## config.mk

```make
export PLATFORM = sky130hd
export DESIGN_NAME = mcl_ctrl
export DESIGN_NICKNAME = d
export VERILOG_FILES = /design/src/sv/mcl_pkg.sv /design/src/sv/mcl_ctrl.sv
export SDC_FILE = /design/constraint.sdc
export NUM_CORES = 1
export LEC_CHECK = 0
export BUFFER_PORTS_ARGS = -buffer_cell sky130_fd_sc_hd__buf_2
export CAP_MARGIN = 20
export CELL_PAD_IN_SITES_DETAIL_PLACEMENT = 0
export CELL_PAD_IN_SITES_GLOBAL_PLACEMENT = 1
export CORE_AREA = 3 3 40 42
export DETAILED_ROUTE_END_ITERATION = 7
export DIE_AREA = 0 0 43 45
export GPL_TIMING_DRIVEN = 0
export MAX_ROUTING_LAYER = met4
export PLACE_DENSITY = 0.57
export SLEW_MARGIN = 15
export SYNTH_ARGS = -nofsm -noshare
export SYNTH_HDL_FRONTEND = slang
export SYNTH_SLANG_ARGS = --single-unit
```

## constraint.sdc

```tcl
create_clock -name clock -period 1.5 [get_ports clock]
set_input_delay 0.15 -clock clock [delete_from_list [all_inputs] [get_ports clock]]
set_output_delay 0.15 -clock clock [all_outputs]
set_load 0.005 [all_outputs]
```

## src/sv/mcl_pkg.sv

```systemverilog
// Shared types, constants and helper functions of the mip chain layout block.
`default_nettype none

package mcl_pkg;

   // Port widths of the item channels and the register port.
   localparam int REQ_DATA_W = 72;
   localparam int REQ_USER_W = 3;
   localparam int RSP_DATA_W = 256;
   localparam int CSR_DATA_W = 17;

   // Register indexes.
   localparam logic CSR_LINE_STRIDE = 1'b0;
   localparam logic CSR_LAYER_ALIGN = 1'b1;

   // Reset values of the registers.
   localparam logic [6:0]  RESET_LINE_STRIDE = 7'd1;
   localparam logic [16:0] RESET_LAYER_ALIGN = 17'd4096;

   // Largest extent an image may have, and the 3D extent alignment minus one.
   localparam logic [14:0] MAX_EXTENT   = 15'd16384;
   localparam logic [14:0] ALIGN_3D_M1  = 15'd3;

   // Sequencer states.
   typedef enum logic [2:0] {
      ST_IDLE,
      ST_SETUP,
      ST_MUL1,
      ST_MUL2,
      ST_STEP,
      ST_FIN_ALIGN,
      ST_FIN_MUL,
      ST_FIN_SUM
   } state_type;

   // Commands from the sequencer to the datapath.
   typedef struct packed {
      logic load_in;
      logic setup;
      logic mul1;
      logic mul2;
      logic step;
      logic fin_align;
      logic fin_mul;
      logic fin_sum;
   } cmd_type;

   // Status from the datapath to the sequencer.
   typedef struct packed {
      logic live;      // the current chain step contributes to the layer
      logic emit;      // the current step is a stored level
      logic out_free;  // the result register can take a new item
   } sts_type;

   // A zero extent counts as one, a large one saturates.
   function automatic logic [14:0] clamp_ext(input logic [14:0] v);
      logic [14:0] r;
      r = v;
      if (v == 15'd0) begin
         r = 15'd1;
      end else if (v > MAX_EXTENT) begin
         r = MAX_EXTENT;
      end
      return r;
   endfunction

   // Smallest power of two not below v; v is at least one.
   function automatic logic [14:0] pow2_up(input logic [14:0] v);
      logic [14:0] m;
      m = v - 15'd1;
      m = m | (m >> 1);
      m = m | (m >> 2);
      m = m | (m >> 4);
      m = m | (m >> 8);
      return m + 15'd1;
   endfunction

   // Next mip extent: half, never below one.
   function automatic logic [14:0] halve(input logic [14:0] v);
      logic [14:0] h;
      h = v >> 1;
      return (h == 15'd0) ? 15'd1 : h;
   endfunction

endpackage

`default_nettype wire

```

## src/sv/mcl_ctrl.sv

```systemverilog
// Sequencer of the mip chain layout block: walks setup, chain steps and finish.
`default_nettype none

module mcl_ctrl
   import mcl_pkg::*;
(
   input  wire logic    clock,
   input  wire logic    reset,
   input  wire logic    req_tvalid,
   output logic         req_tready,
   input  wire sts_type sts,
   output cmd_type      cmd
);

   state_type state_ff;
   state_type state_in;

   // State register.
   always_ff @(posedge clock) begin
      if (reset) begin
         state_ff <= ST_IDLE;
      end else begin
         state_ff <= state_in;
      end
   end

   // Next state.
   always_comb begin
      state_in = state_ff;
      case (state_ff)
         ST_IDLE: begin
            if (req_tvalid) begin
               state_in = ST_SETUP;
            end
         end
         ST_SETUP: begin
            state_in = ST_MUL1;
         end
         ST_MUL1: begin
            state_in = sts.live ? ST_MUL2 : ST_FIN_ALIGN;
         end
         ST_MUL2: begin
            state_in = ST_STEP;
         end
         ST_STEP: begin
            if (!sts.emit || sts.out_free) begin
               state_in = ST_MUL1;
            end
         end
         ST_FIN_ALIGN: begin
            state_in = ST_FIN_MUL;
         end
         ST_FIN_MUL: begin
            state_in = ST_FIN_SUM;
         end
         ST_FIN_SUM: begin
            state_in = ST_IDLE;
         end
         default: begin
            state_in = ST_IDLE;
         end
      endcase
   end

   // Commands and the input handshake.
   always_comb begin
      cmd        = '0;
      req_tready = 1'b0;
      case (state_ff)
         ST_IDLE: begin
            req_tready  = 1'b1;
            cmd.load_in = req_tvalid;
         end
         ST_SETUP: begin
            cmd.setup = 1'b1;
         end
         ST_MUL1: begin
            cmd.mul1 = sts.live;
         end
         ST_MUL2: begin
            cmd.mul2 = 1'b1;
         end
         ST_STEP: begin
            cmd.step = !sts.emit || sts.out_free;
         end
         ST_FIN_ALIGN: begin
            cmd.fin_align = 1'b1;
         end
         ST_FIN_MUL: begin
            cmd.fin_mul = 1'b1;
         end
         ST_FIN_SUM: begin
            cmd.fin_sum = 1'b1;
         end
         default: begin
            cmd = '0;
         end
      endcase
   end

endmodule

`default_nettype wire

```

==> flow_metrics.tcl <==
set metrics [dict create \
    outcome "finished clean" \
    dr.pass1.iters 4 \
    timing.rr.start "state_ff[2]" \
    syn_area_um2 232.7 \
    ioPinCount 15 \
    die_w_um 43 \
    yosysTopAreaCell "dfxtp_1" \
    reg2reg_depth 3 \
    layout.cells.non_filler 61 \
    rsz0062_at_grt "no" \
    wl_um 600 \
    worstHoldEndpoint "state_ff[0]" \
    r2r_end "state_ff[2]" \
    largest_register_ffs 3 \
    setup_viol 0 \
    finalWorstSetupSlack_ns 0.1673 \
    synthTopCellsByArea "dfxtp_1 (26%), nor3b_1 (13%), nor3_2 (8.6%)" \
    grt_max_degree 11 \
    netSwitchingFraction_pct 26.34 \
    crit_type "flip-flop to output pin" \
    setup_tns_ns 0 \
    syn_inst 28 \
    hp-class "input port to flip-flop" \
    drt_iter0_markers 8 \
    overflow 0 \
    cts-htree-levels 1 \
    reg.largest.list "state_ff: 3 flops" \
    place.gp.congestion 0.7123 \
    port_buffers 14 \
    place_inst 57 \
    grt_pass1_wl_um 966 \
    dp_hpwl_um 482.6 \
    syn2layout_area_growth_pct 49.46 \
    combPwrFrac_pct 24.7 \
    clock-sinks 3 \
    leakage_uw 0.0001605 \
    top_register "state_ff" \
    clk_pin_slew_ns 0.04 \
    yosysWarnings 0 \
    ctsHoldBuffers 0 \
    grt_usage_pct 7.118 \
    core_um2 1285 \
    slew_violations 0 \
    p_clk_share_pct 45.3 \
    hold_path.startpoint "reset" \
    antenna_found_initial 0 \
    power.density_nw_per_um2 884.2 \
    cts_buffers 3 \
    irDropWorstVdd_v 0.0003081 \
    clock_latency_ns 0.23 \
    multi_input_area_um2 142.6 \
    arrival_ns 1.18 \
    register_area_um2 60.06 \
    place_ws_ns 0.4072 \
    finalHoldViolations 0 \
    max_freq_mhz 750.3 \
    worstHoldPathCells 2 \
    die_h_um 45 \
    critical_path.max_fanout 6 \
    skew_ns 0.001115 \
    fin_crit_sh_pct 88.85 \
    dieArea_um2 1935 \
    nets 53 \
    antennaDiodeCount 0 \
    post_cts_resized 0 \
    synth-seq-cells 3 \
    clock_path_buffers 2 \
    tritoncts "built" \
    grt_pass1_vias 255 \
    ant_nets 0 \
    cts_setup_buffers 0 \
    layout_min_cycle_time_ns 1.333 \
    drive_above_1_share_pct 52.17 \
    synth_top_area_share_pct 25.81 \
    power_switching_uw 81.00 \
    cp-end-kind "output pin" \
    power.internal_uw 226.5 \
    rows 13 \
    r2r_slack_ns 0.58 \
    syn_nets 34 \
    initial_core_util_pct 18.11 \
    fill_cells 149 \
    drc 0 \
    vias 260 \
    wl_per_cell_um 9.836 \
    cts-root-buf "clkbuf_4" \
    start_kind "flip-flop" \
    required_ns 1.35 \
    drv_cap 0 \
    viasPerCell 4.262 \
    ys_types 17 \
    worstMarginPinSlew_ns 0.2443 \
    slew_headroom_pct 83.69 \
    yosysSeqAreaShare_pct 25.81 \
    syn_area_per_cell_um2 8.312 \
    seqPwrFrac_pct 30.0 \
]
==> worst max-delay path, cell delays in order, from the launching register on <==
cell and delay, ns:
dfxtp_1 0.44, inv_2 0.11, nor4_2 0.25, buf_2 0.14
==> final cells by class <==
| class | count | share of cell area [%] |
|---|---|---|
| repair buffers | 14 | 20.14 |
| clock buffers | 4 | 7.554 |
| inverters | 1 | 1.079 |
| well taps | 15 | 5.396 |
| plain buffers | 2 | 7.554 |
| flip-flops and latches | 3 | 17.27 |
| multi-input cells | 22 | 41.01 |
==> logic make-up after synthesis <==
family	Yosys count	share of synthesized area [%]
simple gates	17	49.47
buf+inv	3	12.90
flops	3	25.81
compound gates	5	11.83
==> cells in the mapped netlist <==
cell type / instances
nor3_2: 2
nor3b_1: 4
nor3_1: 2
o21ai_1: 1
and2b_2: 1
nor4_1: 1
a21oi_1: 3
nand2b_1: 1
and2_1: 1
inv_2: 1
buf_8: 1
nand2_1: 2
buf_6: 1
o21a_1: 1
nor4_2: 1
dfxtp_1: 3
nor2_1: 2
==> how the worst max path moves through the flow <==
stage / endpoint / start / cells past startpoint
finish: cmd[3] / state_ff[2] / 3
global route: cmd[3] / state_ff[2] / 3
CTS: cmd[3] / state_ff[2] / 3
detailed placement: cmd[3] / state_ff[2] / 3
global placement: cmd[3] / state_ff[2] / 3
floorplan: cmd[7] / state_ff[0] / 3
==> metrics by stage <==
| step | hold slack [ns] | area [um2] | power (uW) | utilization [%] |
|---|---|---|---|---|
| floorplan | 0.2268 | 232.7 | 143.4 | - |
| global placement | 0.3518 | 321.6 | 171.9 | 25.02 |
| detailed placement | 0.3553 | 321.6 | 170.3 | 25.02 |
| CTS | 0.1085 | 347.8 | 317.7 | 27.07 |
| global route | 0.1194 | 347.8 | 333.6 | 27.07 |
| finish | 0.1180 | 347.8 | 307.5 | 27.07 |
==> placed cells by master, fill, tap and decap left out <==
cell type	n
buf_2	14
nor3b_1	4
a21oi_1	3
clkbuf_4	3
dfxtp_1	3
nand2_1	2
nor2_1	2
nor3_1	2
nor3_2	2
inv_2	1
buf_6	1
buf_8	1
and2b_2	1
nor4_2	1
and2_1	1
o21ai_1	1
o21a_1	1
nand2b_1	1
nor4_1	1
clkbuf_1	1
==> power by group through the flow <==
stage | logic, uW | clock network (uW) | registers, uW
6_report | 75.9 | 139 | 92.2
3_5_place_dp | 76.9 | 0 | 93.4
4_1_cts | 77.1 | 148 | 92.2
5_1_grt | 85.3 | 155 | 93.2
3_3_place_gp | 78.3 | 0 | 93.6
2_1_floorplan | 51.3 | 0 | 92.1
==> routing by layer <==
metal	vias to the layer above	track usage (%)	part of all wire [%]
met5	-	-	0
met4	0	7.229	0
li1	134	-	-
met1	118	7.711	42
met3	0	1.594	7.3
met2	8	10.48	51
Note: power is estimated with default switching activity, not from simulation.
